--- config.mk ---
export PLATFORM = sky130hd
export DESIGN_NAME = linear_key_value_table_top
export DESIGN_NICKNAME = d
export VERILOG_FILES = /design/src/hdl/lkvt_pkg.sv /design/src/hdl/lkvt_ctrl.sv /design/src/hdl/lkvt_dpath.sv /design/src/hdl/linear_key_value_table_top.sv
export SDC_FILE = /design/constraint.sdc
export NUM_CORES = 1
export LEC_CHECK = 0
export BUFFER_PORTS_ARGS = -buffer_cell sky130_fd_sc_hd__buf_2
export CORE_MARGIN = 1.5
export CORE_UTILIZATION = 40
export DETAILED_ROUTE_END_ITERATION = 8
export REMOVE_ABC_BUFFERS = 1
export SLEW_MARGIN = 0
export SYNTH_ARGS = -nofsm -noshare
export SYNTH_HDL_FRONTEND = slang
export SYNTH_SLANG_ARGS = --single-unit
--- constraint.sdc ---
create_clock -name clk -period 8.2 [get_ports clk]
set_input_delay 0.41 -clock clk [delete_from_list [all_inputs] [get_ports clk]]
set_output_delay 0.41 -clock clk [all_outputs]
set_load 0.03 [all_outputs]
--- src/hdl/lkvt_pkg.sv ---
// Shared types and constants for the linear key-value table.
// Used by the controller, the datapath and the top level; no dependencies.
`default_nettype none
package lkvt_pkg;

	localparam int CNT_W = 5;

	localparam logic [1:0] MODE_INSERT = 2'd0;
	localparam logic [1:0] MODE_LOOKUP = 2'd1;
	localparam logic [1:0] MODE_DELETE = 2'd2;

	typedef struct packed {
		logic [1:0]         mode;
		logic signed [31:0] key;
		logic [31:0]        value_word;
	} in_item_t;

	typedef struct packed {
		logic             success;
		logic [31:0]      read_value;
		logic [CNT_W-1:0] entry_count;
	} out_item_t;

	typedef enum logic [2:0] {
		ST_IDLE,
		ST_DECODE,
		ST_SCAN,
		ST_SHIFT,
		ST_FIN
	} state_t;

	typedef struct packed {
		logic load;
		logic step;
		logic shift;
		logic shift_start;
		logic wr_hit;
		logic append;
		logic dec;
		logic set_ok;
		logic take_val;
		logic finish;
	} cmd_t;

	typedef struct packed {
		logic       hit;
		logic       drained;
		logic       room;
		logic       out_free;
		logic [1:0] mode;
	} sts_t;

endpackage
`default_nettype wire

--- src/hdl/lkvt_ctrl.sv ---
// Sequencer for the key-value table: decode, scan, shift and result hand-off.
// Depends on lkvt_pkg for the state, command and status types.
`default_nettype none
module lkvt_ctrl
	import lkvt_pkg::*;
(
	input  wire logic clk,
	input  wire logic arst_n,
	input  wire logic in_valid,
	output logic      in_ready,
	input  wire sts_t sts,
	output cmd_t      cmd
);

	state_t state_q;
	state_t state_d;

	always_ff @(posedge clk or negedge arst_n) begin
		if (!arst_n) begin
			state_q <= ST_IDLE;
		end else begin
			state_q <= state_d;
		end
	end

	always_comb begin
		state_d  = state_q;
		cmd      = '0;
		in_ready = 1'b0;
		case (state_q)
			ST_IDLE: begin
				in_ready = 1'b1;
				if (in_valid) begin
					cmd.load = 1'b1;
					state_d  = ST_DECODE;
				end
			end
			ST_DECODE: begin
				if (sts.mode == MODE_INSERT) begin
					state_d = sts.room ? ST_SCAN : ST_FIN;
				end else if (sts.mode == MODE_LOOKUP || sts.mode == MODE_DELETE) begin
					state_d = ST_SCAN;
				end else begin
					state_d = ST_FIN;
				end
			end
			ST_SCAN: begin
				if (sts.hit) begin
					if (sts.mode == MODE_INSERT) begin
						cmd.wr_hit = 1'b1;
						cmd.set_ok = 1'b1;
						state_d    = ST_FIN;
					end else if (sts.mode == MODE_LOOKUP) begin
						cmd.take_val = 1'b1;
						cmd.set_ok   = 1'b1;
						state_d      = ST_FIN;
					end else begin
						cmd.shift_start = 1'b1;
						state_d         = ST_SHIFT;
					end
				end else if (sts.drained) begin
					// no match: an insert appends, anything else fails
					if (sts.mode == MODE_INSERT) begin
						cmd.append = 1'b1;
						cmd.set_ok = 1'b1;
					end
					state_d = ST_FIN;
				end else begin
					cmd.step = 1'b1;
				end
			end
			ST_SHIFT: begin
				cmd.shift = 1'b1;
				if (sts.drained) begin
					cmd.dec    = 1'b1;
					cmd.set_ok = 1'b1;
					state_d    = ST_FIN;
				end else begin
					cmd.step = 1'b1;
				end
			end
			ST_FIN: begin
				if (sts.out_free) begin
					cmd.finish = 1'b1;
					state_d    = ST_IDLE;
				end
			end
			default: begin
				state_d = ST_IDLE;
			end
		endcase
	end

endmodule
`default_nettype wire

--- src/hdl/lkvt_dpath.sv ---
// Datapath of the key-value table: key and value memories, scan pointer,
// entry count, limit register and result register. Depends on lkvt_pkg.
`default_nettype none
module lkvt_dpath
	import lkvt_pkg::*;
#(
	parameter int MAX_ENTRIES = 16
) (
	input  wire logic       clk,
	input  wire logic       arst_n,
	input  wire cmd_t       cmd,
	output sts_t            sts,
	input  wire in_item_t   in_item,
	input  wire logic       cfg_valid,
	input  wire logic [CNT_W-1:0] capacity_limit,
	input  wire logic       out_ready,
	output logic            out_valid,
	output out_item_t       out_item
);

	localparam int AW = (MAX_ENTRIES > 1) ? $clog2(MAX_ENTRIES) : 1;
	localparam int CAP = (MAX_ENTRIES < 31) ? MAX_ENTRIES : 31;
	localparam logic [CNT_W-1:0] CAP_LIM = CNT_W'(CAP);

	logic signed [31:0] key_mem [MAX_ENTRIES];
	logic [31:0]        val_mem [MAX_ENTRIES];

	logic [CNT_W-1:0] cnt_q;
	logic [CNT_W-1:0] ptr_q;
	logic [CNT_W-1:0] limit_q;
	logic             rv_s1;
	logic [CNT_W-1:0] addr_s1;
	logic signed [31:0] key_rd_s1;
	logic [31:0]      val_rd_s1;

	logic [1:0]         mode_q;
	logic signed [31:0] key_q;
	logic [31:0]        value_q;
	logic               ok_q;
	logic [31:0]        rd_q;

	logic             out_valid_q;
	out_item_t        out_q;

	logic [CNT_W-1:0] eff_lim;
	logic             rd_en;
	logic             key_we;
	logic             val_we;
	logic [CNT_W-1:0] wa;
	logic signed [31:0] wk;
	logic [31:0]      wv;

	assign eff_lim = (limit_q > CAP_LIM) ? CAP_LIM : limit_q;
	assign rd_en   = cmd.step && (ptr_q < cnt_q);

	assign sts.hit      = rv_s1 && (key_rd_s1 == key_q);
	assign sts.drained  = !rv_s1 && (ptr_q >= cnt_q);
	assign sts.room     = cnt_q < eff_lim;
	assign sts.out_free = !out_valid_q || out_ready;
	assign sts.mode     = mode_q;

	// write port: append, in-place update or one step of the delete shift
	always_comb begin
		key_we = 1'b0;
		val_we = 1'b0;
		wa     = addr_s1;
		wk     = key_rd_s1;
		wv     = val_rd_s1;
		if (cmd.append) begin
			key_we = 1'b1;
			val_we = 1'b1;
			wa     = cnt_q;
			wk     = key_q;
			wv     = value_q;
		end else if (cmd.wr_hit) begin
			val_we = 1'b1;
			wv     = value_q;
		end else if (cmd.shift && rv_s1) begin
			key_we = 1'b1;
			val_we = 1'b1;
			wa     = addr_s1 - CNT_W'(1);
		end
	end

	always_ff @(posedge clk) begin
		if (rd_en) begin
			key_rd_s1 <= key_mem[AW'(ptr_q)];
			val_rd_s1 <= val_mem[AW'(ptr_q)];
			addr_s1   <= ptr_q;
		end
		if (key_we) begin
			key_mem[AW'(wa)] <= wk;
		end
		if (val_we) begin
			val_mem[AW'(wa)] <= wv;
		end
	end

	always_ff @(posedge clk or negedge arst_n) begin
		if (!arst_n) begin
			cnt_q       <= '0;
			ptr_q       <= '0;
			rv_s1       <= 1'b0;
			limit_q     <= CNT_W'(16);
			out_valid_q <= 1'b0;
		end else begin
			if (cfg_valid) begin
				limit_q <= capacity_limit;
			end
			if (cmd.load) begin
				ptr_q <= '0;
				rv_s1 <= 1'b0;
			end else if (cmd.shift_start) begin
				// resume reading just past the removed entry
				ptr_q <= addr_s1 + CNT_W'(1);
				rv_s1 <= 1'b0;
			end else if (cmd.step) begin
				rv_s1 <= rd_en;
				if (rd_en) begin
					ptr_q <= ptr_q + CNT_W'(1);
				end
			end
			if (cmd.append) begin
				cnt_q <= cnt_q + CNT_W'(1);
			end else if (cmd.dec) begin
				cnt_q <= cnt_q - CNT_W'(1);
			end
			if (cmd.finish) begin
				out_valid_q <= 1'b1;
			end else if (out_ready) begin
				out_valid_q <= 1'b0;
			end
		end
	end

	always_ff @(posedge clk) begin
		if (cmd.load) begin
			mode_q  <= in_item.mode;
			key_q   <= in_item.key;
			value_q <= in_item.value_word;
			ok_q    <= 1'b0;
			rd_q    <= '0;
		end else begin
			if (cmd.set_ok) begin
				ok_q <= 1'b1;
			end
			if (cmd.take_val) begin
				rd_q <= val_rd_s1;
			end
		end
		if (cmd.finish) begin
			out_q.success     <= ok_q;
			out_q.read_value  <= rd_q;
			out_q.entry_count <= cnt_q;
		end
	end

	assign out_valid = out_valid_q;
	assign out_item  = out_q;

	a_cnt_bound: assert property (@(posedge clk) disable iff (!arst_n)
		cnt_q <= CAP_LIM)
		else $error("entry count beyond usable depth");

	a_read_in_range: assert property (@(posedge clk) disable iff (!arst_n)
		rv_s1 |-> addr_s1 < cnt_q)
		else $error("scan read beyond held entries");

	a_insert_limit: assert property (@(posedge clk) disable iff (!arst_n)
		cmd.finish && mode_q == MODE_INSERT && ok_q |-> cnt_q <= eff_lim)
		else $error("insert succeeded past the limit");

	a_no_finish_busy: assert property (@(posedge clk) disable iff (!arst_n)
		cmd.finish |-> !out_valid_q || out_ready)
		else $error("result register overwritten");

endmodule
`default_nettype wire

--- src/hdl/linear_key_value_table_top.sv ---
// Linear-search key-value table, one item in flight. A refused insert or an unused mode goes
// from decode straight to the result; an insert or lookup scans the held entries and
// stops at a match; a delete scans to the match, then moves each later entry down one
// per cycle. A result still held in the output register stalls the finish.
// Reset clears the entry count, sets the limit to 16, empties the output register.
`default_nettype none
module linear_key_value_table_top
	import lkvt_pkg::*;
#(
	parameter int MAX_ENTRIES = 16
) (
	input  wire logic             clk,
	input  wire logic             arst_n,
	input  wire logic             in_valid,
	output logic                  in_ready,
	input  wire in_item_t         in_item,
	output logic                  out_valid,
	input  wire logic             out_ready,
	output out_item_t             out_item,
	input  wire logic             cfg_valid,
	output logic                  cfg_ready,
	input  wire logic [CNT_W-1:0] capacity_limit
);

	cmd_t cmd;
	sts_t sts;

	assign cfg_ready = 1'b1;

	lkvt_ctrl u_ctrl (
		.clk      (clk),
		.arst_n   (arst_n),
		.in_valid (in_valid),
		.in_ready (in_ready),
		.sts      (sts),
		.cmd      (cmd)
	);

	lkvt_dpath #(
		.MAX_ENTRIES (MAX_ENTRIES)
	) u_dpath (
		.clk            (clk),
		.arst_n         (arst_n),
		.cmd            (cmd),
		.sts            (sts),
		.in_item        (in_item),
		.cfg_valid      (cfg_valid),
		.capacity_limit (capacity_limit),
		.out_ready      (out_ready),
		.out_valid      (out_valid),
		.out_item       (out_item)
	);

endmodule
`default_nettype wire

==> summary.md <==
| Metric | Value |
|---|---|
| Via density per instance | `5.38` |
| Reg2reg start | `u_dpath.ptr_q[3]` |
| Deepest clock path buffer count | `3` |
| Min-delay src | `out_ready` |
| Pleak | `17.6 nW` |
| Post-synthesis simple-gate area fraction | `2.71%` |
| GRT Residual Overflow | `0` |
| Synth warn | `0` |
| Min-delay worst type | `in2reg` |
| Hold_buf cts | `79` |
| Clock tree root buffer cell | `clkbuf_16` |
| Hold path cells | `3` |
| Wire length per cell | `25.5 um` |
| FFs w/ async S/R, synth | `1.60%` |
| Arrival @ worst endpoint | `6.35 ns` |
| Worst hold path endpoint | `u_dpath.out_valid` |
| Layout cells sized above 1 | `29.4%` |
| Vias in the first global route | `23.2k` |
| Die area | `122000 um^2` |
| EDFF count, synth | `1197` |
| Routed WL | `105 mm` |
| Final hold vios | `0` |
| Status | `completed` |
| Nets | `2521` |
| Largest family of logic cells by synthesized area | `multiplexers` |
| CP dominant cell by count | `buf_4` |
| ANT nets after route | `0` |
| Worst Tran Pin Value | `1.25 ns` |
| R2r endpoint | `u_dpath.key_mem[11][8]` |
| Port-buffer cells | `115` |
| Post-route core utilization | `46.9%` |
| H-tree levels | `4` |
| Clk Latency, worst-skew pair | `0.73 ns` |
| Post-synthesis sequential area ratio | `77.5%` |
| RSZ-0062 raised after global routing | `false` |
| Num CTS Buffers | `131` |
| Fin crit share | `73.4%` |
| Pwr per Cell Area | `324 nW/um^2` |
| Top-Level Pins | `117` |
| # rows | `126` |
| First DRT Iteration DRCs | `2393` |
| Worst-path maximum fanout | `53` |
| Slowest CP cell | `dfrtp_4` |
| Complex-gate fraction of the synthesized area | `0.852%` |
| RePlAce Congestion | `0.833` |
| Die Ht | `349 um` |
| Setup tns final | `0 ns` |
| TritonCTS clock tree | `done` |
| Minimum clock period | `6.02 ns` |
| Post-route DRC violation count | `0` |
| Initial Util | `40.5%` |
| Startpoint types | `register` |
| Initial antenna violation count | `1` |
| Max-slew headroom | `16.2%` |
| Critical-path cell list | `ha_1, a21oi_1, o311ai_0, nand2_2, clkinv_1, buf_4, nand3_1, a21boi_0, buf_4, nor2_4` |
| Multiplexer share of the synthesized area | `16.6%` |
| Setup violators final | `0` |
| Worst path required time | `8.53 ns` |
| CP peak stage delay | `1.06 ns` |
| Core Region | `118000 um^2` |
| First-pass GRT wire length | `156 mm` |
| Worst-path clk slew | `0.06 ns` |
| Yosys cell types | `60` |
| Post-Syn Instances | `2164` |
| Avg Synthesized Cell Area | `22.1 um^2` |
| VDD IR-drop max | `223 uV` |
| Adder-cell share of the synthesized area | `0.512%` |
| Post-CTS setup buffer count | `0` |
| Setup Crit Path Kind | `reg2reg` |
| Total GRT Usage | `17.5%` |
| Die width | `349 um` |
| Post-detail-place hpwl | `61.1 mm` |
| Num Clock Sinks | `1250` |
| R2R Setup Slk | `2.18 ns` |
| Mapped Area | `47900 um^2` |
| Fmax achieved | `0.166 GHz` |
| Synth Flop Type | `edfxtp_1` |
| Max Slew Vio Count | `0` |
| Max Cap Violations | `0` |
| Yosys reg bits | `1250` |
| Post-cts sizing count | `0` |
| Largest net degree at the start of global routing | `158` |
| Area Overhead vs Synth | `16.0%` |
| Endpoint class of the critical path | `register` |
| WHS | `0.182 ns` |
| Drt pass-1 iters | `5` |
| Vias | `22.2k` |
| Worst r2r path cells | `10` |
| Post-synthesis xor/xnor area fraction | `0.841%` |
| Layout Skew | `0.0259 ns` |
==> sequential cells by signal, summed over array words and instances (netlist names) <==
| signal | flops |
|---|---|
| u_dpath.addr_s1 | 5 |
| u_ctrl.state_q | 3 |
| u_dpath.key_mem | 512 |
| u_dpath.out_item | 38 |
| u_dpath.ptr_q | 5 |
| u_dpath.mode_q | 2 |
| u_dpath.ok_q | 1 |
| u_dpath.rd_q | 32 |
| u_dpath.cnt_q | 5 |
| u_dpath.key_q | 32 |
| u_dpath.rv_s1 | 1 |
| u_dpath.val_mem | 512 |
| u_dpath.value_q | 32 |
| u_dpath.out_valid | 1 |
| u_dpath.key_rd_s1 | 32 |
| u_dpath.val_rd_s1 | 32 |
| u_dpath.limit_q | 5 |
==> critical path: cells and delay by family, from the launching register on <==
family	cells	cell delay [ns]
AOI/OAI and AO/OA	3	0.93
adders and majority gates	1	0.29
buffers and inverters	3	1.28
DFF	1	1.06
and+or+nand+nor	3	1.98
==> synth_stat cells, drive strengths merged (2+ instances only) <==
library cell	instances	area, um^2
nand3	15	80.1
a22oi	2	15.0
a2111oi	2	23.8
nand4	11	68.8
a21o	3	22.5
xor2	10	87.6
a41oi	2	32.5
o211ai	3	22.5
dfrtp	19	475
nor2	76	290
edfxtp	1197	35900
mux2i	35	350
a31oi	4	25.0
xnor2	36	315
nor3	23	120
inv	22	82.6
o21ai	13	65.1
mux4	320	7210
nand2	123	462
a211oi	8	70.1
a21oi	10	50.1
and2	3	18.8
mux2	35	394
buf	42	184
nand2b	7	43.8
dfxtp	33	661
and3	5	31.3
a21boi	2	15.0
clkbuf	57	214
nor4	5	76.3
nor2b	3	18.8
nand4b	2	17.5
ha	18	225
==> power by group <==
part	internal, mW	switching (mW)	total (mW)
combinational	1.45	2.32	3.77
sequential	8.19	0.350	8.54
clock	3.30	2.41	5.71
total	12.9	5.08	18.0
==> cells in the final DEF, fill, tap and decap left out, types with 33 or more instances in the layout <==
cell,count
buf_2,115
xnor2_1,36
mux4_2,320
nor2_1,51
mux2_2,35
nand2_1,122
mux2i_1,35
dfxtp_1,33
edfxtp_1,1197
clkbuf_16,136
dlygate4sd3_1,79
buf_4,33
==> worst max-delay path by stage <==
stage | from | end | slack, ns | cells after the start
final | u_dpath.ptr_q[3] | u_dpath.key_mem[11][8] | 2.18 | 10
after floorplan | u_dpath.ptr_q[0] | u_dpath.val_mem[4][0] | -7.20 | 10
after detailed placement | u_dpath.ptr_q[3] | u_dpath.key_mem[9][11] | 2.13 | 10
after global placement | u_dpath.ptr_q[3] | u_dpath.key_mem[10][8] | 2.22 | 10
after CTS | u_dpath.ptr_q[3] | u_dpath.key_mem[9][11] | 2.10 | 10
after global routing | u_dpath.ptr_q[3] | u_dpath.key_mem[11][8] | 1.61 | 10
==> per-layer routing <==
layer | up-vias | part of all wire (%) | GRT usage, %
met4 | 0 | 1.8 | 4.46
met5 | - | 0 | 0
met3 | 143 | 6.7 | 3.97
met1 | 11900 | 43 | 24.6
li1 | 9508 | - | -
met2 | 669 | 48 | 27.7
==> cell type report <==
cell class	count	area, um^2
Multi-Input combinational cell	792	10600
Fill cell	9676	62900
Sequential cell	1250	37100
Clock inverter	67	567
Clock buffer	170	3560
Inverter	23	88.8
Tap cell	1600	2000
Timing Repair Buffer	228	1630
Antenna cell	1	2.50
==> cell families (layout without fill, tap and decap cells) <==
logic type | after synthesis | after routing
adder cells (fa/ha/maj) | 19 | 19
XOR/XNOR | 46 | 46
flip-flops | 1250 | 1250
multiplexers | 390 | 390
other | 1 | 2
AND/OR/NAND/NOR | 279 | 279
AO/OA/AOI/OAI | 57 | 57
buffers and inverters | 122 | 488
==> stage by stage <==
| stage | total power, mW | setup WS (ns) | area [um^2] | std cells |
|---|---|---|---|---|
| 2_1_floorplan | 11.8 | -7.20 | 47500 | 2065 |
| 3_3_place_gp | 12.3 | 2.22 | 50600 | 3814 |
| 3_5_place_dp | 12.5 | 2.13 | 50600 | 3814 |
| 4_1_cts | 18.2 | 2.10 | 55500 | 4130 |
| 5_1_grt | 18.8 | 1.61 | 55500 | 4130 |
| 6_report | 18.0 | 2.18 | 55500 | 4131 |
Note: power is estimated with default switching activity, not from simulation.
